`config.mk`:
```
export PLATFORM = sky130hd
export DESIGN_NAME = van_queue
export DESIGN_NICKNAME = d
export VERILOG_FILES = /design/src/design/vector_arith_norm_unit_macros.svh /design/src/design/van_pkg.sv /design/src/design/van_queue.sv
export SDC_FILE = /design/constraint.sdc
export NUM_CORES = 1
export LEC_CHECK = 0
export ABC_AREA = 1
export CAP_MARGIN = 20
export CELL_PAD_IN_SITES_DETAIL_PLACEMENT = 1
export CELL_PAD_IN_SITES_GLOBAL_PLACEMENT = 1
export CORE_ASPECT_RATIO = 2
export CORE_MARGIN = 1
export CORE_UTILIZATION = 35
export CTS_CLUSTER_SIZE = 25
export DETAILED_ROUTE_END_ITERATION = 16
export DONT_BUFFER_PORTS = 1
export MAX_ROUTING_LAYER = met4
export PLACE_DENSITY = 0.58
export SYNTH_ARGS = -nofsm -noshare
export SYNTH_HDL_FRONTEND = slang
export SYNTH_SLANG_ARGS = --single-unit
```
`constraint.sdc`:
```
create_clock -name clk -period 7.7 [get_ports clk]
set_input_delay 1.54 -clock clk [delete_from_list [all_inputs] [get_ports clk]]
set_output_delay 1.54 -clock clk [all_outputs]
set_load 0.02 [all_outputs]
```
`src/design/vector_arith_norm_unit_macros.svh`:
```
// Assertion macros for the vector arithmetic and norm unit.
`ifndef VECTOR_ARITH_NORM_UNIT_MACROS_SVH
`define VECTOR_ARITH_NORM_UNIT_MACROS_SVH
`ifndef NO_ASSERTIONS
// Implication checked on every edge outside reset.
`define VAN_ASSERT_IMP(label, clk, rst_n, ante, cons) \
	label: assert property (@(posedge clk) disable iff (!rst_n) (ante) |-> (cons)) \
	else $error("assertion failed");
// Implication checked on the next edge.
`define VAN_ASSERT_NXT(label, clk, rst_n, ante, cons) \
	label: assert property (@(posedge clk) disable iff (!rst_n) (ante) |=> (cons)) \
	else $error("assertion failed");
`else
`define VAN_ASSERT_IMP(label, clk, rst_n, ante, cons)
`define VAN_ASSERT_NXT(label, clk, rst_n, ante, cons)
`endif
`endif

```
`src/design/van_pkg.sv`:
```
// Types and constants shared by the vector arithmetic and norm unit.
package van_pkg;
	localparam logic [2:0] OP_ADD = 3'd0;
	localparam logic [2:0] OP_SUB = 3'd1;
	localparam logic [2:0] OP_SCALE = 3'd2;
	localparam logic [2:0] OP_DOT = 3'd3;
	localparam logic [2:0] OP_NORM = 3'd4;
	localparam logic [2:0] OP_EQ = 3'd5;

	localparam logic [1:0] NK_SUM = 2'd0;
	localparam logic [1:0] NK_EUCL = 2'd1;
	localparam logic [1:0] NK_MAX = 2'd2;

	localparam logic [1:0] REG_OPERATION = 2'd0;
	localparam logic [1:0] REG_NORM_KIND = 2'd1;
	localparam logic [1:0] REG_SCALE = 2'd2;
	localparam logic [1:0] REG_TOL = 2'd3;

	typedef struct packed {
		logic [31:0] elem_a;
		logic [31:0] elem_b;
		logic last_element;
	} in_item_t;

	typedef struct packed {
		logic [63:0] value;
		logic is_equal;
		logic status;
		logic last;
	} out_item_t;

	// Classified item handed from the front to the back.
	typedef struct packed {
		logic [2:0] op;
		logic [1:0] nk;
		logic signed [32:0] diff;
		logic signed [63:0] prod;
		logic signed [32:0] sum;
		logic last;
	} work_t;
endpackage

```
`src/design/van_queue.sv`:
```
// Short queue between the front and the back.
module van_queue #(
	parameter int DEPTH = 4
) (
	input logic clk,
	input logic arst_n,
	input logic wr_valid,
	output logic wr_stall,
	input van_pkg::work_t wr_data,
	output logic rd_valid,
	input logic rd_stall,
	output van_pkg::work_t rd_data
);
	import van_pkg::*;
	localparam int AW = $clog2(DEPTH);

	work_t mem_q [DEPTH];
	logic [AW-1:0] wp_q, rp_q;
	logic [AW:0] cnt_q;
	logic wr, rd;

	assign wr_stall = (cnt_q == (AW+1)'(DEPTH));
	assign rd_valid = (cnt_q != '0);
	assign wr = wr_valid && !wr_stall;
	assign rd = rd_valid && !rd_stall;
	assign rd_data = mem_q[rp_q];

	always_ff @(posedge clk) begin
		if (wr) mem_q[wp_q] <= wr_data;
	end

	always_ff @(posedge clk or negedge arst_n) begin
		if (!arst_n) begin
			wp_q <= '0;
			rp_q <= '0;
			cnt_q <= '0;
		end else begin
			if (wr) wp_q <= (wp_q == AW'(DEPTH-1)) ? '0 : wp_q + 1'b1;
			if (rd) rp_q <= (rp_q == AW'(DEPTH-1)) ? '0 : rp_q + 1'b1;
			cnt_q <= cnt_q + (AW+1)'(wr) - (AW+1)'(rd);
		end
	end
endmodule

```
Word-level counts from Yosys, hierarchy flattened

Memory sizes are Yosys's and may differ from the RTL's.
Index checks and enable logic that the tools add are counted.

Bitwise operators: 0
Multiply operators: 0
Eq/ne operators: 3
Reduce and logical (&&, ||, !) cells: 5
Shift operators: 0
Div/mod/pow operators: 0
Muxes and demuxes: 4
$lt $le $gt $ge: 0
$add $sub $neg: 4

Operators with widths:

| kind                | number |
|---|---|
| $add 2x1->2 const B | 2 |
| $eq 2x2->1 const B  | 2 |
| $mux 2              | 2 |
| $add 3x1->3         | 1 |
| $eq 3x3->1 const B  | 1 |
| $reduce_bool 3->1   | 1 |
| $sub 3x1->3         | 1 |
| $logic_and 1x1->1   | 2 |
| $logic_not 1->1     | 2 |
| $mux 1              | 2 |

Bits in registers: 7
RAM bits: 544
Memories kept: 1
ROM bits: 0
Input bits: 140
Latch bits: 0

Memory list:

| memory | words | bits a word | rd ports | clocked after Yosys merged registers in | write ports | line            | source |
|---|---|---|---|---|---|---|---|
| mem_q  | 4     | 136         | 1        | 0                                       | 1           | van_queue.sv:17 | `work_t mem_q [DEPTH];` |

Logic depth before layout (Yosys ltp)

Depth in word-level cells: 5
Mapped depth: 12

Worst setup path before layout

Ideal clock, no wire load.

Kind: input to register
From: input port wr_valid
To: memory mem_q[0][0] in the netlist's numbering (enable)
Path slack: -271 ps
Arrival: 7337 ps
Setup time: 634 ps
Stages on the path: 2
Cell sequence: nand2_1 -> nor2_1

Word-level cells in the longest chain between the ends: 3

RTL lines:

| item                         | line            | source |
|---|---|---|
| from (decl)                  | van_queue.sv:7  | `input logic wr_valid,` |
| $logic_and 1x1->1            | van_queue.sv:24 | `assign wr = wr_valid && !wr_stall;` |
| $mux 1                       | van_queue.sv:29 | `if (wr) mem_q[wp_q] <= wr_data;` |
| $mux 1 (not written as such) | van_queue.sv:29 |  |
| to (decl)                    | van_queue.sv:17 |  |

No other way between the ends.

==> results.yml <==
placed_design:
  dp_hpwl_um: 31500
  port_buffers: 0
  place_ws_ns: 3.61
  gp_routability_congestion: 0.723
run:
  max_cap_violations: 0
layout:
  antenna_cells: 0
  layout.area.seq_mm2: 0.0165
  multi_input_area_mm2: 0.00383
  nFillCells: 6495
  nNetsFinal: 1774
  drive_gt1_share_pct: 6.01
  syn2layout_area_growth_pct: 8.61
sta:
  final-max-slew-violation-count: 0
  worst_pin_slew_ns: 1.15
  finalCritPeriodShare_pct: 61.7
  setup_viol: 0
  finalSetupTns_ns: 0
  hold_viol_final: 0
  slew_headroom_pct: 23.4
  fin_crit_ns: 4.75
  max_freq_mhz: 210
  grt_setup_unrepaired: "no"
  finalClockSkew_ns: 0.0164
  hold_slack_ns: 0.515
  fin_ws_ns: 2.95
hold_path:
  hold_start: "cnt_q[0]"
  worst_hold_path.num_cells: 1
  holdCritPathClass: "flop to flop"
  whs_endpoint: "cnt_q[0]"
yosys:
  ys_ff_latch: 551
  synth_edf_count: 544
  yosysTopAreaCell: "edfxtp_1"
  synth_cell_type_count: 17
  synth_common_cells: "544 x edfxtp_1, 425 x nand2_1, 287 x inv_1"
  synthFlopType: "edfxtp_1"
  synth.yosys.seq_area_share_pct: 74.3
  synth_area_leaders: "edfxtp_1 73%, o211ai_1 9.2%, nand2_1 7.2%, inv_1 4.8%, buf_6 2.8%"
  synth-async-reset-ratio_pct: 1.27
  syn_area_per_cell_um2: 13.5
  yosysMostFrequentCell: "edfxtp_1"
  syn_area_mm2: 0.0222
  synthCells: 1646
  synth_top_area_share_pct: 73.5
  syn-num-nets: 1794
  ys.warnings.count: 0
die:
  die_width_um: 180
  die_y_um: 358
  io_pins: 278
  start_util_pct: 35.4
  core_mm2: 0.0628
  die_area_mm2: 0.0646
  rows: 130
clock_tree:
  cts_max_level: 2
  clockRootBuffer: "clkbuf_16"
  cts.clk_slew.worst_paths_ns: 0.07
  cts_made_buffers: 49
  clock_path_buffers: 3
  cts_tree: "done"
  cts_num_sinks: 551
  cts_resized: 0
  insertion_delay_ns: 0.58
  cts_setup_buffers: 0
  cts_hold_buf: 0
pwr:
  seqPwrFrac_pct: 43.2
  pwr-share-clk_pct: 25.0
  switchingPower_mw: 3.74
  vdd_drop_max_v: 0.000321
  p_sw_share_pct: 38.9
  comb_power_share_pct: 31.8
  p_int_mw: 5.89
  p_per_area_mw_per_mm2: 399
  p_leak_nw: 8.91
global_route:
  antenna_found_initial: 0
  grt_use_total_pct: 16.1
  grt_max_degree: 225
  grt-ovfl-total: 0
  grt_first_pass_wirelength_um: 76700
  grt_pass1_vias: 13200
drt:
  dr_total_vias: 12100
  wl_per_cell_um: 20.5
  ant_nets: 0
  drt_first_pass_iters: 4
  post_drt_via_cell_ratio: 4.93
  wl_um: 50400
  drc_errors: 0
  drt-initial-drc-count: 625
setup_path:
  r2r_cells: 6
  critPathKind: "flop to output port"
  rrSetupSlack_ns: 4.54
  required_ns: 6.16
  cp_max_fo: 224
  critPathCaptureType: "output port"
  cp.arrival_ns: 3.21
  cp-start-kind: "flop"
  rr_startpoint: "cnt_q[1]"
  r2r-end: "mem_q[1][70]"
run_status:
  outcome: "complete, no violations"
[state kept, by name, summed over array words and instances (netlist names)]
| signal | flops |
|---|---|
| mem_q | 544 |
| rp_q | 2 |
| wp_q | 2 |
| cnt_q | 3 |
[worst max path at each step]
stage             start            to  cells past startpoint
2_1_floorplan  wr_valid   mem_q[0][0]                      2
4_1_cts         rp_q[0]  rd_data[120]                      4
6_report        rp_q[0]   rd_data[76]                      3
3_5_place_dp    rp_q[0]   rd_data[65]                      3
5_1_grt         rp_q[0]   rd_data[76]                      3
3_3_place_gp    rp_q[0]   rd_data[65]                      3
[metrics by stage]
step	instances	power [mW]	area (um^2)	util, %
after global placement	2367	7.29	22600	36.0
after floorplan	1646	6.93	22200	-
after detailed placement	2367	7.40	22600	36.0
after CTS	2457	9.83	24200	38.5
final	2457	9.63	24200	38.5
after global routing	2457	10.2	24200	38.5
[worst max-delay path, stage by stage, from the launching register on]
cell      delay (ns)
dfrtp_4         1.08
buf_12          0.53
o211ai_1        0.24
nand2_1         0.29
[layout by cell type (no fill, tap or decap), drive strengths merged]
cell and count:
fa 1, buf 19, nand2 425, clkbuf 54
clkinv 31, o211ai 272, nand3 5, dfrtp 7
inv 289, ha 7, nor2 7, bufinv 4
edfxtp 544
[per-layer routing]
layer,part of all wire [%],global-route usage [%],vias up
met4,2.6,5.50,0
li1,-,-,5680
met1,34,14.9,6074
met3,8.9,5.99,74
met5,0,-,-
met2,54,30.2,285
[cell type report]
class / count / area share [%]
timing repair buffer: 19 / 0.694
inverter: 288 / 4.49
sequential: 551 / 68.4
clock buffer: 54 / 5.24
clock inverter: 36 / 1.24
multi-input combinational: 717 / 15.8
tap: 792 / 4.10
[kinds of logic after synthesis]
kind of cell,synth area share [%]
fa+ha+maj,0.484
simple gates,7.40
flops,74.3
buf+inv,8.68
compound gates,9.18
[power groups by stage]
stage | combinational [mW] | sequential, mW | clock (mW)
floorplan | 2.71 | 4.22 | 0
global placement | 3.09 | 4.20 | 0
detailed placement | 3.16 | 4.24 | 0
CTS | 3.17 | 4.17 | 2.48
global route | 3.38 | 4.22 | 2.57
finish | 3.06 | 4.16 | 2.41
Note: power is estimated with default switching activity, not from simulation.
