--- config.mk ---
export PLATFORM = sky130hd
export DESIGN_NAME = van_front
export DESIGN_NICKNAME = d
export VERILOG_FILES = /design/src/design/vector_arith_norm_unit_macros.svh /design/src/design/van_pkg.sv /design/src/design/van_front.sv
export SDC_FILE = /design/constraint.sdc
export NUM_CORES = 2
export LEC_CHECK = 0
export ABC_AREA = 1
export BUFFER_PORTS_ARGS = -buffer_cell sky130_fd_sc_hd__clkbuf_2
export CORE_MARGIN = 2
export CORE_UTILIZATION = 60
export CTS_CLUSTER_DIAMETER = 150
export CTS_CLUSTER_SIZE = 24
export DETAILED_ROUTE_END_ITERATION = 6
export HOLD_SLACK_MARGIN = 0.02
export PLACE_DENSITY = 0.78
export SLEW_MARGIN = 25
export SYNTH_ARGS = -nofsm -noshare
export SYNTH_HDL_FRONTEND = slang
export SYNTH_SLANG_ARGS = --single-unit
--- constraint.sdc ---
create_clock -name clk -period 17.3 [get_ports clk]
set_input_delay 2.595 -clock clk [delete_from_list [all_inputs] [get_ports clk]]
set_output_delay 2.595 -clock clk [all_outputs]
set_load 0.03 [all_outputs]
--- src/design/vector_arith_norm_unit_macros.svh ---
// Assertion macros for the vector arithmetic and norm unit.
`ifndef VECTOR_ARITH_NORM_UNIT_MACROS_SVH
`define VECTOR_ARITH_NORM_UNIT_MACROS_SVH
`ifndef NO_ASSERTIONS
// Implication checked on every edge outside reset.
`define VAN_ASSERT_IMP(label, clk, rst_n, ante, cons) \
	label: assert property (@(posedge clk) disable iff (!rst_n) (ante) |-> (cons)) \
	else $error("assertion failed");
// Implication checked on the next edge.
`define VAN_ASSERT_NXT(label, clk, rst_n, ante, cons) \
	label: assert property (@(posedge clk) disable iff (!rst_n) (ante) |=> (cons)) \
	else $error("assertion failed");
`else
`define VAN_ASSERT_IMP(label, clk, rst_n, ante, cons)
`define VAN_ASSERT_NXT(label, clk, rst_n, ante, cons)
`endif
`endif

--- src/design/van_pkg.sv ---
// Types and constants shared by the vector arithmetic and norm unit.
package van_pkg;
	localparam logic [2:0] OP_ADD = 3'd0;
	localparam logic [2:0] OP_SUB = 3'd1;
	localparam logic [2:0] OP_SCALE = 3'd2;
	localparam logic [2:0] OP_DOT = 3'd3;
	localparam logic [2:0] OP_NORM = 3'd4;
	localparam logic [2:0] OP_EQ = 3'd5;

	localparam logic [1:0] NK_SUM = 2'd0;
	localparam logic [1:0] NK_EUCL = 2'd1;
	localparam logic [1:0] NK_MAX = 2'd2;

	localparam logic [1:0] REG_OPERATION = 2'd0;
	localparam logic [1:0] REG_NORM_KIND = 2'd1;
	localparam logic [1:0] REG_SCALE = 2'd2;
	localparam logic [1:0] REG_TOL = 2'd3;

	typedef struct packed {
		logic [31:0] elem_a;
		logic [31:0] elem_b;
		logic last_element;
	} in_item_t;

	typedef struct packed {
		logic [63:0] value;
		logic is_equal;
		logic status;
		logic last;
	} out_item_t;

	// Classified item handed from the front to the back.
	typedef struct packed {
		logic [2:0] op;
		logic [1:0] nk;
		logic signed [32:0] diff;
		logic signed [63:0] prod;
		logic signed [32:0] sum;
		logic last;
	} work_t;
endpackage

--- src/design/van_front.sv ---
// Front part: decodes the operation, forms difference, sum and product.
module van_front #(
	parameter int DATA_BITS = 32
) (
	input logic clk,
	input logic arst_n,
	input logic in_valid,
	output logic in_stall,
	input van_pkg::in_item_t in_data,
	input logic [2:0] operation,
	input logic [1:0] norm_kind,
	input logic [31:0] scale_factor,
	output logic w_valid,
	input logic w_stall,
	output van_pkg::work_t w_data
);
	import van_pkg::*;

	logic valid_s1, valid_s2;
	logic [2:0] op_s1;
	logic [1:0] nk_s1;
	logic last_s1;
	logic signed [31:0] a_s1, b_s1;
	logic signed [31:0] m_s1;
	work_t work_s2;
	logic adv;
	logic signed [31:0] a_x, b_x;
	logic signed [32:0] d_x, s_x;
	logic signed [63:0] p_x;

	// Bring the low DATA_BITS bits to full width as signed values.
	assign a_x = 32'(signed'(in_data.elem_a[DATA_BITS-1:0]));
	assign b_x = 32'(signed'(in_data.elem_b[DATA_BITS-1:0]));

	// Two stage pipe moves as a unit; invalid operations drop here.
	assign adv = !valid_s2 || !w_stall;
	assign in_stall = !adv;

	always_ff @(posedge clk or negedge arst_n) begin
		if (!arst_n) begin
			valid_s1 <= 1'b0;
			valid_s2 <= 1'b0;
		end else if (adv) begin
			valid_s1 <= in_valid && (operation <= OP_EQ);
			valid_s2 <= valid_s1;
		end
	end

	always_ff @(posedge clk) begin
		if (adv) begin
			op_s1 <= operation;
			nk_s1 <= norm_kind;
			last_s1 <= in_data.last_element;
			a_s1 <= a_x;
			b_s1 <= b_x;
			m_s1 <= (operation == OP_SCALE) ? signed'(scale_factor) : b_x;
		end
	end

	// Stage two: one 32x32 multiplier plus add and subtract.
	assign d_x = 33'(a_s1) - 33'(b_s1);
	assign s_x = 33'(a_s1) + 33'(b_s1);
	assign p_x = 64'(a_s1) * 64'(m_s1);

	always_ff @(posedge clk) begin
		if (adv) begin
			work_s2.op <= op_s1;
			work_s2.nk <= nk_s1;
			work_s2.diff <= d_x;
			work_s2.sum <= s_x;
			work_s2.prod <= p_x;
			work_s2.last <= last_s1;
		end
	end

	assign w_valid = valid_s2;
	assign w_data = work_s2;
endmodule

**Yosys cells after proc, flatten, opt, wreduce, memory -nomap -nowiden**

Index checks and enable logic that the tools add are counted.

- Register bits: 240
- Bits in latches: 0
- Bits in writable memories: 0
- Memory bits (read-only): 0
- Input bits: 106
- Output and inout bits: 138
- Word-level logic and storage cells: 25
- Memories kept: 0

- Add/sub/neg operators: 2
- $mul: 1
- Divide/modulo/power cells: 0
- Order comparisons: 1
- Equal/unequal tests: 1
- Shift-type cells: 0
- Multiplexer cells: 1
- Bitwise operators: 0
- Reductions and logical operators: 5

Operators by type and width:

| kind | number |
|---|---|
| $mul A32 B32 Y64 | 1 |
| $add A32 B32 Y33 | 1 |
| $sub A32 B32 Y33 | 1 |
| $mux W32 | 1 |
| $eq A3 B2 Y1 const B | 1 |
| $le A3 B3 Y1 const B | 1 |
| $logic_not A1 Y1 | 3 |
| $logic_and A1 B1 Y1 | 1 |
| $logic_or A1 B1 Y1 | 1 |

**Logic depth before layout (Yosys ltp)**

- Word-level depth: 3
- Gate-level depth with buffers: 31
- Mapped depth without buffers: 30

**Worst setup path before layout**

No wires, ideal clock.

- Path type: input-to-output
- From: input w_stall
- To: output in_stall
- Arrival time: 8.955 ns
- Data required time: 14.705 ns
- Slack: 5.750 ns
- Stages: 2
- Buffers on the path: 0
- Cells stage by stage: nand2_1 -> inv_1

- Cells in the longest elaborated chain, start to end: 3

RTL lines:

| element | RTL line | text |
|---|---|---|
| start, declared | van_front.sv:14 | `input logic w_stall,` |
| $logic_not A1 Y1 | van_front.sv:36 | `assign adv = !valid_s2 \|\| !w_stall;` |
| $logic_or A1 B1 Y1 | van_front.sv:36 |  |
| $logic_not A1 Y1 | van_front.sv:37 | `assign in_stall = !adv;` |
| end, declared | van_front.sv:8 | `output logic in_stall,` |

No other way between the ends.

**Final worst setup path**

- From: register a_s1[31]
- To: register work_s2, in the netlist w_data[97] (data pin)

- Cells in the longest elaborated chain, start to end: 1

RTL lines:

| element | RTL line | text |
|---|---|---|
| start, declared | van_front.sv:23 | `logic signed [31:0] a_s1, b_s1;` |
| start signal, assigned | van_front.sv:54 | `a_s1 <= a_x;` |
| $mul A32 B32 Y64 | van_front.sv:63 | `assign p_x = 64'(a_s1) * 64'(m_s1);` |
| net p_x[63] | van_front.sv:29 | `logic signed [63:0] p_x;` |
| end, declared | van_front.sv:25 | `work_t work_s2;` |

The timed path passes the listed nets, and every way through them passes these cells.
A chain may end at the register's enable or synchronous reset.

==> flow_summary.json <==
{
  "dr_total_vias": 40000,
  "outcome": "completed",
  "place_area_um2": 53200,
  "firstDrtPassIters": 7,
  "timing.critical_path.arrival_ps": 8510,
  "synth-main-ff-cell": "sky130_fd_sc_hd__edfxtp_1",
  "timing.max_slew.rel_slack": 0.325,
  "fin_setup_tns_ps": 0,
  "drive_above_1_share": 0.0693,
  "timing.critical_path.from_type": "register",
  "placeableCoreArea_um2": 83800,
  "num-fill-cells": 7161,
  "detail_route.wl_per_cell_um": 19.8,
  "crit_slowest_cell": "sky130_fd_sc_hd__fa_1",
  "num-nets-final": 7702,
  "clock_skew_ps": 29.8,
  "post_synth.cell_area_avg_um2": 8.27,
  "cts_sinks": 239,
  "cpPeakStageDelay_ps": 910,
  "postSynthRegisterBits": 239,
  "worst-setup-path-type": "reg -> reg",
  "die_y_um": 295,
  "most_common_library_cell_in_the_layout_ignoring_fill_and_taps": "sky130_fd_sc_hd__inv_1",
  "seq_area_frac_synth": 0.141,
  "min-delay-path-class": "reg -> reg",
  "clk_pin_slew_ps": 110,
  "tritoncts": "done",
  "gr-usage-all-layers": 0.354,
  "post-route-worst-setup-slack_ps": 9130,
  "clock_insertion_delay_worst_skew_ps": 570,
  "final_min_period_over_clock_period": 0.472,
  "postCtsResizedCells": 0,
  "worstPathBufferInverterCount": 10,
  "period_minus_slack_ps": 8170,
  "critPathMaxFanout": 34,
  "seqCellArea_um2": 7170,
  "pin_count_of_the_biggest_net_entering_global_routing": 79,
  "timing.critical_path.required_ps": 17640,
  "cts-htree-levels": 1,
  "hpwl_mm": 119,
  "mappedNetlistArea_um2": 51000,
  "fp.dieW_um": 295,
  "crit_path_end_kind": "register",
  "synthArstFlopShare": 0.00837,
  "drc_errors": 0,
  "via_count_of_the_first_global_routing_pass": 42800,
  "cts_buffer_depth": 3,
  "worst_path_dominant_cell_family": "adder cells",
  "synth_edf_count": 237,
  "antenna_violating_nets_post_route": 0,
  "overflow": 0,
  "floorplan.initialDensity": 0.608,
  "place_worst_setup_slack_ps": 9130,
  "timing.final.setup_violations": 0,
  "post-synth-top-area-cell": "sky130_fd_sc_hd__fa_1",
  "post_cts_setup_repair_buffer_count": 0,
  "number_of_placement_rows": 106,
  "max_freq_ghz": 0.122,
  "hold_violations": 0,
  "synth_fp_nets": 7597,
  "wirelength_mm": 147,
  "grt_first_pass_wirelength_mm": 234,
  "die-area_um2": 87300,
  "worst_slew_pin_slew_ps": 1010,
  "drv_cap": 0,
  "grt_antenna_before_repair": 2,
  "layout.cells.most_common_list": "1,870 x sky130_fd_sc_hd__inv_1, 1,660 x sky130_fd_sc_hd__nand2_1, 1,084 x sky130_fd_sc_hd__fa_1",
  "clock-root-buffer": "sky130_fd_sc_hd__clkbuf_16",
  "synth_cells": 6159,
  "synth_area_leaders": "sky130_fd_sc_hd__fa_1 43%, sky130_fd_sc_hd__edfxtp_1 14%, sky130_fd_sc_hd__inv_1 14%, sky130_fd_sc_hd__nand2_1 12%, sky130_fd_sc_hd__ha_1 6.1%",
  "drt_first_iter_violations": 3370,
  "post_drt_via_cell_ratio": 5.40,
  "gp_routability_congestion": 1.02,
  "synthToLayoutAreaGrowth_pct": 5.40,
  "post-synth-top-area-fraction": 0.426,
  "io-pin-count": 244,
  "synthDistinctLibCells": 48,
  "port_buffers": 243,
  "area_taken_by_multi_input_logic_gates_um2": 35800,
  "synth.yosys.warnings": 0,
  "postCtsHoldBufs": 0,
  "grt_setup_unrepaired": "no",
  "fin_area_um2": 53700,
  "numCtsBuffers": 16,
  "slew_viol_final": 0,
  "crit_top_cell": "sky130_fd_sc_hd__inv_1"
}
[cell families (layout without fill, tap and decap cells)]
group                      count (synthesis)  in the layout  share of synthesized area
AOI/OAI and AO/OA                        253            253                     0.0281
xor gates and xnor gates                  79             79                     0.0136
adders and majority gates               1332           1332                      0.487
buffers and inverters                   2105           2220                      0.157
DFF                                      239            239                      0.141
muxes                                     32             32                    0.00707
other                                      0              1                          0
and+or+nand+nor                         2119           2119                      0.167
[sequential cells by signal, indices dropped and copies added (netlist names)]
name / flops
a_s1: 32
b_s1: 32
w_valid: 1
m_s1: 32
nk_s1: 2
op_s1: 3
valid_s1: 1
w_data: 135
last_s1: 1
[cell usage after synthesis, types with 10 or more instances]
cell,number
sky130_fd_sc_hd__nand2_1,1661
sky130_fd_sc_hd__nor4_1,10
sky130_fd_sc_hd__mux2_2,30
sky130_fd_sc_hd__nor3_1,14
sky130_fd_sc_hd__o21ai_0,50
sky130_fd_sc_hd__inv_1,1871
sky130_fd_sc_hd__nand4_1,33
sky130_fd_sc_hd__edfxtp_1,237
sky130_fd_sc_hd__ha_1,248
sky130_fd_sc_hd__o21bai_1,33
sky130_fd_sc_hd__fa_1,1084
sky130_fd_sc_hd__nor2_2,12
sky130_fd_sc_hd__nand2_2,11
sky130_fd_sc_hd__buf_4,10
sky130_fd_sc_hd__xor2_1,70
sky130_fd_sc_hd__a21boi_0,10
sky130_fd_sc_hd__clkbuf_1,195
sky130_fd_sc_hd__nand3_1,122
sky130_fd_sc_hd__a21oi_1,136
sky130_fd_sc_hd__buf_2,13
sky130_fd_sc_hd__nor2_1,211
[worst reg2reg max path, delay by kind of cell (launching register included)]
family / cells / cell delay, ps
adder cells (fa/ha/maj): 9 / 4900
flip-flops: 1 / 340
AND/OR/NAND/NOR: 9 / 1110
buffers and inverters: 10 / 1570
AO/OA/AOI/OAI: 1 / 40
[cell type report]
type	count	area share
Sequential cell	239	0.133
Clock buffer	21	0.00781
Multi-Input combinational cell	3815	0.667
Antenna cell	1	0.0000466
Clock inverter	7	0.00189
Inverter	1881	0.131
Timing Repair Buffer	311	0.0323
Tap cell	1134	0.0264
[per-layer routing]
metal  track usage  vias to the layer above  part of all wire
li1              -                    17600                 -
met2         0.592                     1978              0.48
met1         0.459                    19900              0.38
met4         0.160                        2             0.052
met3        0.0548                      444             0.089
met5             0                        -          0.000088
[worst paths after layout]
kind / from / to / slack (ps) / depth (start not counted)
worst max-delay path: a_s1[31] / w_data[97] / 9130 / 29
worst min-delay path: nk_s1[0] / w_data[131] / 430 / 0
worst max register to register: a_s1[31] / w_data[97] / 9130 / 29
worst min register to register: nk_s1[0] / w_data[131] / 430 / 0
max in group asynchronous: arst_n / valid_s1 / 15420 / 1
min in group asynchronous: arst_n / w_valid / 1790 / 1
[metrics by stage]
stage	util	instances	hold slack (ps)
2_1_floorplan	-	6159	400
3_3_place_gp	0.634	7379	403
3_5_place_dp	0.634	7380	405
4_1_cts	0.641	7408	437
5_1_grt	0.641	7409	439
6_report	0.641	7409	432
Power is not shown: default switching activity piles up to over one toggle a cycle in this logic, so the estimate is an artifact.
