**src/design/vector_arith_norm_unit_macros.svh**
```systemverilog
// Assertion macros for the vector arithmetic and norm unit.
`ifndef VECTOR_ARITH_NORM_UNIT_MACROS_SVH
`define VECTOR_ARITH_NORM_UNIT_MACROS_SVH
`ifndef NO_ASSERTIONS
// Implication checked on every edge outside reset.
`define VAN_ASSERT_IMP(label, clk, rst_n, ante, cons) \
	label: assert property (@(posedge clk) disable iff (!rst_n) (ante) |-> (cons)) \
	else $error("assertion failed");
// Implication checked on the next edge.
`define VAN_ASSERT_NXT(label, clk, rst_n, ante, cons) \
	label: assert property (@(posedge clk) disable iff (!rst_n) (ante) |=> (cons)) \
	else $error("assertion failed");
`else
`define VAN_ASSERT_IMP(label, clk, rst_n, ante, cons)
`define VAN_ASSERT_NXT(label, clk, rst_n, ante, cons)
`endif
`endif

```
**src/design/van_pkg.sv**
```systemverilog
// Types and constants shared by the vector arithmetic and norm unit.
package van_pkg;
	localparam logic [2:0] OP_ADD = 3'd0;
	localparam logic [2:0] OP_SUB = 3'd1;
	localparam logic [2:0] OP_SCALE = 3'd2;
	localparam logic [2:0] OP_DOT = 3'd3;
	localparam logic [2:0] OP_NORM = 3'd4;
	localparam logic [2:0] OP_EQ = 3'd5;

	localparam logic [1:0] NK_SUM = 2'd0;
	localparam logic [1:0] NK_EUCL = 2'd1;
	localparam logic [1:0] NK_MAX = 2'd2;

	localparam logic [1:0] REG_OPERATION = 2'd0;
	localparam logic [1:0] REG_NORM_KIND = 2'd1;
	localparam logic [1:0] REG_SCALE = 2'd2;
	localparam logic [1:0] REG_TOL = 2'd3;

	typedef struct packed {
		logic [31:0] elem_a;
		logic [31:0] elem_b;
		logic last_element;
	} in_item_t;

	typedef struct packed {
		logic [63:0] value;
		logic is_equal;
		logic status;
		logic last;
	} out_item_t;

	// Classified item handed from the front to the back.
	typedef struct packed {
		logic [2:0] op;
		logic [1:0] nk;
		logic signed [32:0] diff;
		logic signed [63:0] prod;
		logic signed [32:0] sum;
		logic last;
	} work_t;
endpackage

```
**src/design/van_back.sv**
```systemverilog
// Back part: square stage, accumulator, square root and output register.
`include "vector_arith_norm_unit_macros.svh"
module van_back (
	input logic clk,
	input logic arst_n,
	input logic w_valid,
	output logic w_stall,
	input van_pkg::work_t w_data,
	input logic [30:0] tolerance,
	output logic out_valid,
	input logic out_stall,
	output van_pkg::out_item_t out_data
);
	import van_pkg::*;

	localparam logic [1:0] ST_IN = 2'd0;
	localparam logic [1:0] ST_SQR = 2'd1;
	localparam logic [1:0] ST_SQRT = 2'd2;

	logic [1:0] st_q;
	work_t cur_q;
	logic [32:0] ad_q;
	logic signed [63:0] acc_q;
	logic ovf_q;
	logic [39:0] root_q;
	logic [43:0] rem_q;
	logic [79:0] rad_q;
	logic [5:0] bit_q;
	logic ov_q;
	out_item_t od_q;
	logic [32:0] ad_w;
	logic [65:0] sq_w;
	logic signed [63:0] addend, fq, sat_sum;
	logic signed [64:0] wide;
	logic sat;
	logic [43:0] rem_sh, trial;
	logic [39:0] tr, tf;
	logic tk;
	logic ocan;

	assign ocan = !ov_q || !out_stall;
	assign w_stall = !(st_q == ST_IN && ocan);
	assign ad_w = w_data.diff[32] ? 33'(-w_data.diff) : 33'(w_data.diff);
	// Floor of Q32.32 product to Q48.16 is an arithmetic shift.
	assign fq = w_data.prod >>> 16;
	assign sq_w = 66'(ad_q) * 66'(ad_q);

	// Addend for the reduction of the item in cur_q.
	always_comb begin
		if (cur_q.op == OP_DOT) addend = cur_q.prod >>> 16;
		else if (cur_q.nk == NK_SUM) addend = 64'(ad_q);
		else if (cur_q.nk == NK_EUCL) addend = 64'(sq_w >> 16);
		else addend = '0;
		wide = 65'(acc_q) + 65'(addend);
		sat = (wide[64] != wide[63]);
		sat_sum = sat ? (wide[64] ? {1'b1, 63'd0} : {1'b0, {63{1'b1}}}) : wide[63:0];
	end

	// One root bit per cycle: shift in two radicand bits, trial subtract.
	assign rem_sh = {rem_q[41:0], rad_q[79:78]};
	assign trial = rem_sh - {2'b00, root_q, 2'b01};
	assign tk = !trial[43];
	assign tr = {root_q[38:0], 1'b1};
	assign tf = {root_q[38:0], 1'b0};

	always_ff @(posedge clk or negedge arst_n) begin
		logic ov_n;
		if (!arst_n) begin
			st_q <= ST_IN;
			acc_q <= '0;
			ovf_q <= 1'b0;
			ov_q <= 1'b0;
		end else begin
			ov_n = ov_q && out_stall;
			unique case (st_q)
				ST_IN: begin
					if (w_valid && ocan) begin
						if (w_data.op <= OP_SCALE) begin
							ov_n = 1'b1;
							od_q.is_equal <= 1'b0;
							od_q.status <= 1'b0;
							od_q.last <= w_data.last;
							od_q.value <= (w_data.op == OP_ADD) ? 64'(w_data.sum) :
								(w_data.op == OP_SUB) ? 64'(w_data.diff) : fq;
							if (w_data.last) begin
								acc_q <= '0;
								ovf_q <= 1'b0;
							end
						end else begin
							st_q <= ST_SQR;
						end
					end
				end
				ST_SQR: begin
					// Fold this item into the accumulator.
					logic signed [63:0] na;
					logic no;
					logic signed [63:0] v;
					logic s;
					na = acc_q;
					no = ovf_q;
					if (cur_q.op == OP_DOT || cur_q.nk == NK_SUM || cur_q.nk == NK_EUCL) begin
						na = sat_sum;
						no = ovf_q | sat;
					end else if (cur_q.nk == NK_MAX) begin
						if ($signed(64'(ad_q)) > acc_q) na = 64'(ad_q);
					end
					v = (cur_q.op == OP_DOT || cur_q.nk != 2'd3) ? na : '0;
					s = no | (cur_q.op != OP_DOT && cur_q.nk == 2'd3);
					if (!cur_q.last) begin
						st_q <= ST_IN;
					end else if (cur_q.op != OP_DOT && cur_q.nk == NK_EUCL) begin
						root_q <= '0;
						rem_q <= '0;
						rad_q <= na[63] ? '0 : {na, 16'd0};
						bit_q <= 6'd39;
						st_q <= ST_SQRT;
					end else begin
						ov_n = 1'b1;
						od_q.value <= v;
						od_q.status <= s;
						od_q.is_equal <= (cur_q.op == OP_EQ) && !s &&
							(v <= signed'(64'(tolerance)));
						od_q.last <= 1'b1;
						na = '0;
						no = 1'b0;
						st_q <= ST_IN;
					end
					acc_q <= na;
					ovf_q <= no;
				end
				ST_SQRT: begin
					if (bit_q == '0) begin
						logic [39:0] r;
						r = tk ? tr : tf;
						if (ocan) begin
							ov_n = 1'b1;
							od_q.value <= 64'(r);
							od_q.status <= ovf_q;
							od_q.is_equal <= (cur_q.op == OP_EQ) && !ovf_q &&
								(64'(r) <= 64'(tolerance));
							od_q.last <= 1'b1;
							acc_q <= '0;
							ovf_q <= 1'b0;
							st_q <= ST_IN;
						end
					end else begin
						rem_q <= tk ? trial : rem_sh;
						root_q <= tk ? tr : tf;
						rad_q <= rad_q << 2;
						bit_q <= bit_q - 1'b1;
					end
				end
				default: st_q <= ST_IN;
			endcase
			ov_q <= ov_n;
		end
	end

	always_ff @(posedge clk) begin
		if (st_q == ST_IN && w_valid && ocan) begin
			cur_q <= w_data;
			ad_q <= ad_w;
		end
	end

	assign out_valid = ov_q;
	assign out_data = od_q;

	`VAN_ASSERT_IMP(a_state_ok, clk, arst_n, 1'b1, st_q != 2'd3)
	`VAN_ASSERT_IMP(a_busy_stalls, clk, arst_n, st_q != ST_IN, w_stall)
	`VAN_ASSERT_NXT(a_out_hold, clk, arst_n, ov_q && out_stall, ov_q && $stable(od_q))
endmodule

```
**config.mk**
```make
export PLATFORM = sky130hd
export DESIGN_NAME = van_back
export DESIGN_NICKNAME = d
export VERILOG_FILES = /design/src/design/van_pkg.sv /design/src/design/van_back.sv
export VERILOG_INCLUDE_DIRS = /design/src /design/src/design
export SDC_FILE = /design/constraint.sdc
export NUM_CORES = 2
export LEC_CHECK = 0
export BUFFER_PORTS_ARGS = -buffer_cell sky130_fd_sc_hd__buf_2
export CAP_MARGIN = 20
export CELL_PAD_IN_SITES_DETAIL_PLACEMENT = 1
export CELL_PAD_IN_SITES_GLOBAL_PLACEMENT = 1
export CORE_MARGIN = 10
export CORE_UTILIZATION = 51
export DETAILED_ROUTE_END_ITERATION = 10
export GPL_ROUTABILITY_DRIVEN = 0
export PLACE_DENSITY_LB_ADDON = 0.25
export SETUP_SLACK_MARGIN = 0.2
export SLEW_MARGIN = 20
export SYNTH_ARGS = -nofsm -noshare
export SYNTH_HDL_FRONTEND = slang
export SYNTH_SLANG_ARGS = --single-unit
```
**constraint.sdc**
```tcl
create_clock -name clk -period 19.2 [get_ports clk]
set_input_delay 3.84 -clock clk [delete_from_list [all_inputs] [get_ports clk]]
set_output_delay 3.84 -clock clk [all_outputs]
set_load 0.005 [all_outputs]
```
Word-level counts from Yosys, hierarchy flattened --
Cells that the tools add are included.
Storage, ports and cells: register bits after elaboration 406, logic and storage cells 151
Operators by class: magnitude comparators 4, add/subtract/negate cells 4, multipliers 1, muxes and demuxes 71, eq/ne operators 21, bitwise operators 2, reductions and logical operators 30
Operators by type and width (number):
- two-way mux 64 bit | 18
- two-way mux 67 bit | 6
- two-way mux 80 bit | 3
- case mux 67 bit (3 select lines) | 1
- case mux 64 bit (3 select lines) | 1
- two-way mux 42 bit | 4
- case mux 80 bit (2 select lines) | 1
- two-way mux 40 bit | 3
- case mux 42 bit (2 select lines) | 1
- case mux 40 bit (2 select lines) | 1
- two-way mux 79 bit | 1
- multiplier 33 x 33 -> 66 bit | 1
- adder 64 x 64 -> 65 bit | 1
- > comparator 34 x 64 -> 1 bit | 1
- less-or-equal comparator 64 x 32 -> 1 bit | 1
- two-way mux 50 bit | 1
- subtractor 44 x 42 -> 44 bit | 1
- less-or-equal comparator 40 x 31 -> 1 bit | 1
- negation 33 bit | 1
- two-way mux 32 bit | 1
- != test 2 bit (second input constant) | 11
- two-way mux 6 bit | 3
- two-way mux 1 bit | 16
- two-way mux 2 bit | 6
- other kinds (25) | 48

Depth between registers and ports, before layout --
word-level depth 16, mapped depth 65, gate-level depth less buffers 61

Least setup slack after synthesis --
Ideal clock, no wire load.
path type register -> register, start point reg ad_q[3], end point reg od_q, in the netlist out_data[2], data pin, stages on the path, launching flop included 64, data required time 19031 ps, arrival time 13549 ps, path slack 5482 ps, clock period less this slack 13718 ps, path through edfxtp_1 -> clkbuf_1 -> clkbuf_1 -> nand2_1 -> inv_1 -> fa_1 -> inv_1 -> fa_1 -> inv_1 -> fa_1 -> inv_1 -> fa_1 -> inv_1 -> fa_1 -> fa_1 -> fa_1 -> inv_1 -> fa_1 -> (+28 left out) -> nand2_1 -> a31oi_1 -> nor2_1 -> ha_1 -> a21o_1 -> a21oi_1 -> a21oi_1 -> a211o_1 -> a221o_1 -> nand3_1 -> a21boi_0 -> o21ai_0 -> o211ai_1 -> a211o_1 -> nand4b_1 -> nor4_1 -> nand4_1 -> o31ai_1
On the way: longest elaborated chain between the ends 16
RTL lines:
- start, declared | RTL line van_back.sv:22 | logic [32:0] ad_q;
- start signal, assigned | RTL line van_back.sv:163 | ad_q <= ad_w;
- parallel branches: the longest is 12 deep, another holds multiplier 33 x 33 -> 66 bit
- logical AND 1 bit (*) | RTL line van_back.sv:122 | od_q.is_equal <= (cur_q.op == OP_EQ) && !s &&
- two-way mux 67 bit (*) | RTL line van_back.sv:112 | end else if (cur_q.op != OP_DOT && cur_q.nk == NK_EUCL) begin
- two-way mux 67 bit (*) | RTL line van_back.sv:110 | if (!cur_q.last) begin
- case mux 67 bit (3 select lines) (*) | RTL line van_back.sv:75 | unique case (st_q)
- end, declared | RTL line van_back.sv:30 | out_item_t od_q;
Mark *: on every way between the ends. The select of a mux whose other input is x is not followed. A chain may end at the register's enable or synchronous reset.

Worst setup path after layout --
start point reg ad_q[16], end point reg od_q, in the netlist out_data[2], data pin
The elaborated chain is that of the path after synthesis.

==> tab_implementation.tex <==
\begin{tabular}{lr}
\hline
Metric & Value \\
\hline
\multicolumn{2}{l}{\textbf{Finish}} \\
\quad Fillers & 12701 \\
\quad Number of nets in the final layout & 7762 \\
\quad Signed area change from the synthesized netlist to the final layout & 7.30\% \\
\quad Layout cell share with drive strength beyond 1 & 6.98\% \\
\quad Area of the multi-input gates & 39400 um2 \\
\quad FF/Latch Area & 10900 um2 \\
\quad Non-filler cells, final & 7754 \\
\multicolumn{2}{l}{\textbf{STA}} \\
\quad Final hold violation count & 0 \\
\quad Unrepaired setup endpoints after global routing & false \\
\quad Final Hold Slack & 536 ps \\
\quad Worst setup skew after layout & 29.6 ps \\
\quad Ratio of final minimum period to clock period & 93.9\% \\
\quad Total negative slack for setup checks & 0 ps \\
\quad Setup violators final & 0 \\
\quad Max-slew violation total from the final report & 0 \\
\quad Worst slew slack as a fraction of its limit & 19.8\% \\
\quad Pin slew with the least headroom to its limit & 1200 ps \\
\quad Highest Clock Rate & 55.4 MHz \\
\quad Min cycle time layout & 18040 ps \\
\quad Min setup slack post-route & 1160 ps \\
\multicolumn{2}{l}{\textbf{Yosys}} \\
\quad Syn Nets & 7664 \\
\quad Top cells by area, synth & fa\_1 31\%, edfxtp\_1 16\%, ha\_1 11\% \\
\quad Yosys top cell area share & 30.9\% \\
\quad Post-synthesis register bit count & 374 \\
\quad Cell with the most instances after synthesis & inv\_1 \\
\quad Proportion of synthesized flip-flops having asynchronous set or reset & 18.2\% \\
\quad Synthesized instance count & 6150 \\
\quad Total of warnings raised by yosys & 0 \\
\quad Number of synthesized flops with an enable pin & 306 \\
\quad Post-synthesis cell type with the largest combined area & fa\_1 \\
\quad Top flip-flop cell by instance count after synthesis & edfxtp\_1 \\
\quad Commonest cells in the synthesized netlist & 1311 x inv\_1, 867 x fa\_1, 692 x nand2\_1 \\
\quad Post-synth design cell area & 56200 um2 \\
\quad Average footprint of a synthesized cell & 9.14 um2 \\
\quad Count of different cell masters after synthesis & 87 \\
\quad Sequential-to-total area share from yosys stat & 19.4\% \\
\multicolumn{2}{l}{\textbf{Detailed routing}} \\
\quad DRT antenna net count & 0 \\
\quad Overall via count from detail\_route & 45518 \\
\quad Overall routed net length & 194000 um \\
\quad DRC violation count after routing & 0 \\
\quad DRC marker count from the first detailed-route iteration & 3482 \\
\quad Detailed-router iteration count before antenna repair & 6 \\
\quad DR vias/cell & 5.87 \\
\quad Average wire per standard cell & 25.0 um \\
\multicolumn{2}{l}{\textbf{Clocking}} \\
\quad CTS-repair resized insts & 0 \\
\quad Root buffer selected by CTS & clkbuf\_16 \\
\quad Inserted Clock Buffers & 39 \\
\quad CTS tree & done \\
\quad Clock latency at the later pin of the worst-skew pair & 580 ps \\
\quad Clock transition at the registers of the reported paths & 70 ps \\
\quad Post-CTS Repair Setup Buffers & 0 \\
\quad CTS Hold Bufs & 0 \\
\quad Clock Sink Count & 374 \\
\quad \# H-tree levels & 2 \\
\quad Largest buffer count on any clock path & 3 \\
\multicolumn{2}{l}{\textbf{Worst setup path}} \\
\quad Critical Path RT & 19600 ps \\
\quad Critical Path Slowest Stage Cell & edfxtp\_1 \\
\quad Most frequent cell on the critical path & fa\_1 \\
\quad Element type at the critical path start & flip-flop \\
\quad Delay contributed by the slowest stage of the critical path & 1150 ps \\
\quad Crit Path Class & flip-flop to flip-flop \\
\quad Critical path arrival & 18440 ps \\
\quad Largest fanout on the critical path & 18 \\
\quad Endpoint class of the critical path & flip-flop \\
\multicolumn{2}{l}{\textbf{Die}} \\
\quad IO Pins & 240 \\
\quad Die Footprint & 124000 um2 \\
\quad Chip Height & 352 um \\
\quad Die extent in x & 352 um \\
\quad Starting density of the core & 51.5\% \\
\quad Std-Cell Rows & 121 \\
\quad Floorplan core area & 109000 um2 \\
\multicolumn{2}{l}{\textbf{Hold path}} \\
\quad Class of the most critical hold timing path & flip-flop to flip-flop \\
\multicolumn{2}{l}{\textbf{GRT}} \\
\quad Global-route wire length before repair & 301000 um \\
\quad Number of antenna violations at the first check in global routing & 4 \\
\quad Global route overflow & 0 \\
\quad Number of global-route vias before repair & 50788 \\
\quad Overall routing resource usage & 31.1\% \\
\quad Largest net degree at the start of global routing & 100 \\
\multicolumn{2}{l}{\textbf{Placement}} \\
\quad Cell Count Post-Placement & 7683 \\
\quad Dpl ws & 1630 ps \\
\quad Placed wire-length estimate after detailed placement & 155000 um \\
\quad Number of I/O port buffers & 223 \\
\multicolumn{2}{l}{\textbf{Outcome}} \\
\quad Run status & completed \\
\multicolumn{2}{l}{\textbf{Job}} \\
\quad Max-cap violations & 0 \\
\hline
\end{tabular}
-- layout by cell type, fill, tap and decap left out, types with 68 or more instances in the layout --
cell type and n:
inv_1 1311, fa_1 867, nand2_1 692, ha_1 474, nor2_1 327, edfxtp_1 306
a21oi_1 286, o21ai_0 279, buf_2 222, and2_1 194, xnor2_1 129, a21o_1 122
buf_4 105, nand3_1 75, mux2i_1 68, dfrtp_1 68
-- sequential cells by signal, indices dropped and copies added, names as in the netlist --
| register | flops |
|---|---|
| root_q | 40 |
| ovf_q | 1 |
| cur_q | 54 |
| rem_q | 42 |
| rad_q | 64 |
| acc_q | 64 |
| out_data | 67 |
| bit_q | 6 |
| out_valid | 1 |
| ad_q | 33 |
| st_q | 2 |
-- critical path, delay by kind of cell (launching register included) --
family                     cells  cell delay, ps
buffers and inverters          6            1300
and+or+nand+nor               12            2880
xor gates and xnor gates       1             250
DFF                            1            1150
adders and majority gates     11            4960
AOI/OAI and AO/OA             29            7320
-- cells by family after synthesis --
kind of cell	after synthesis	share of synthesized area, %
buffers and inverters	1590	10.7
and+or+nand+nor	1528	12.4
adders and majority gates	1343	41.5
AOI/OAI and AO/OA	1050	11.8
DFF	374	19.4
xor gates and xnor gates	193	3.04
muxes	72	1.29
-- worst paths after layout --
check,cells past startpoint,slack [ps],end,start
max in group asynchronous,3,14690,acc_q[51],arst_n
worst max register to register,59,1160,out_data[2],ad_q[16]
min in group asynchronous,2,3470,acc_q[27],arst_n
worst min register to register,2,540,rad_q[19],rad_q[17]
worst max-delay path,59,1160,out_data[2],ad_q[16]
worst min-delay path,2,540,rad_q[19],rad_q[17]
-- per-stage QoR --
step / utilization, % / cell area, um2
3_3_place_gp: 54.1 / 59000
3_5_place_dp: 54.1 / 59000
6_report: 55.2 / 60300
5_1_grt: 55.2 / 60300
4_1_cts: 55.2 / 60300
2_1_floorplan: - / 56200
-- final cells by class --
| type | instances | share of cell area [%] |
|---|---|---|
| diodes | 2 | 0.00830 |
| inverters | 1320 | 8.22 |
| clock buffers | 47 | 1.67 |
| clock inverters | 22 | 0.490 |
| repair buffers | 327 | 3.15 |
| multi-input cells | 4186 | 65.3 |
| well taps | 1476 | 3.06 |
| flip-flops and latches | 374 | 18.1 |
-- per-layer routing --
layer	GRT usage [%]	wire length [um]
met3	4.18	13300
met5	0	26
met4	12.9	9590
met1	39.9	77100
met2	52.4	93600
Power is not shown: default switching activity piles up to over one toggle a cycle in this logic, so the estimate is an artifact.
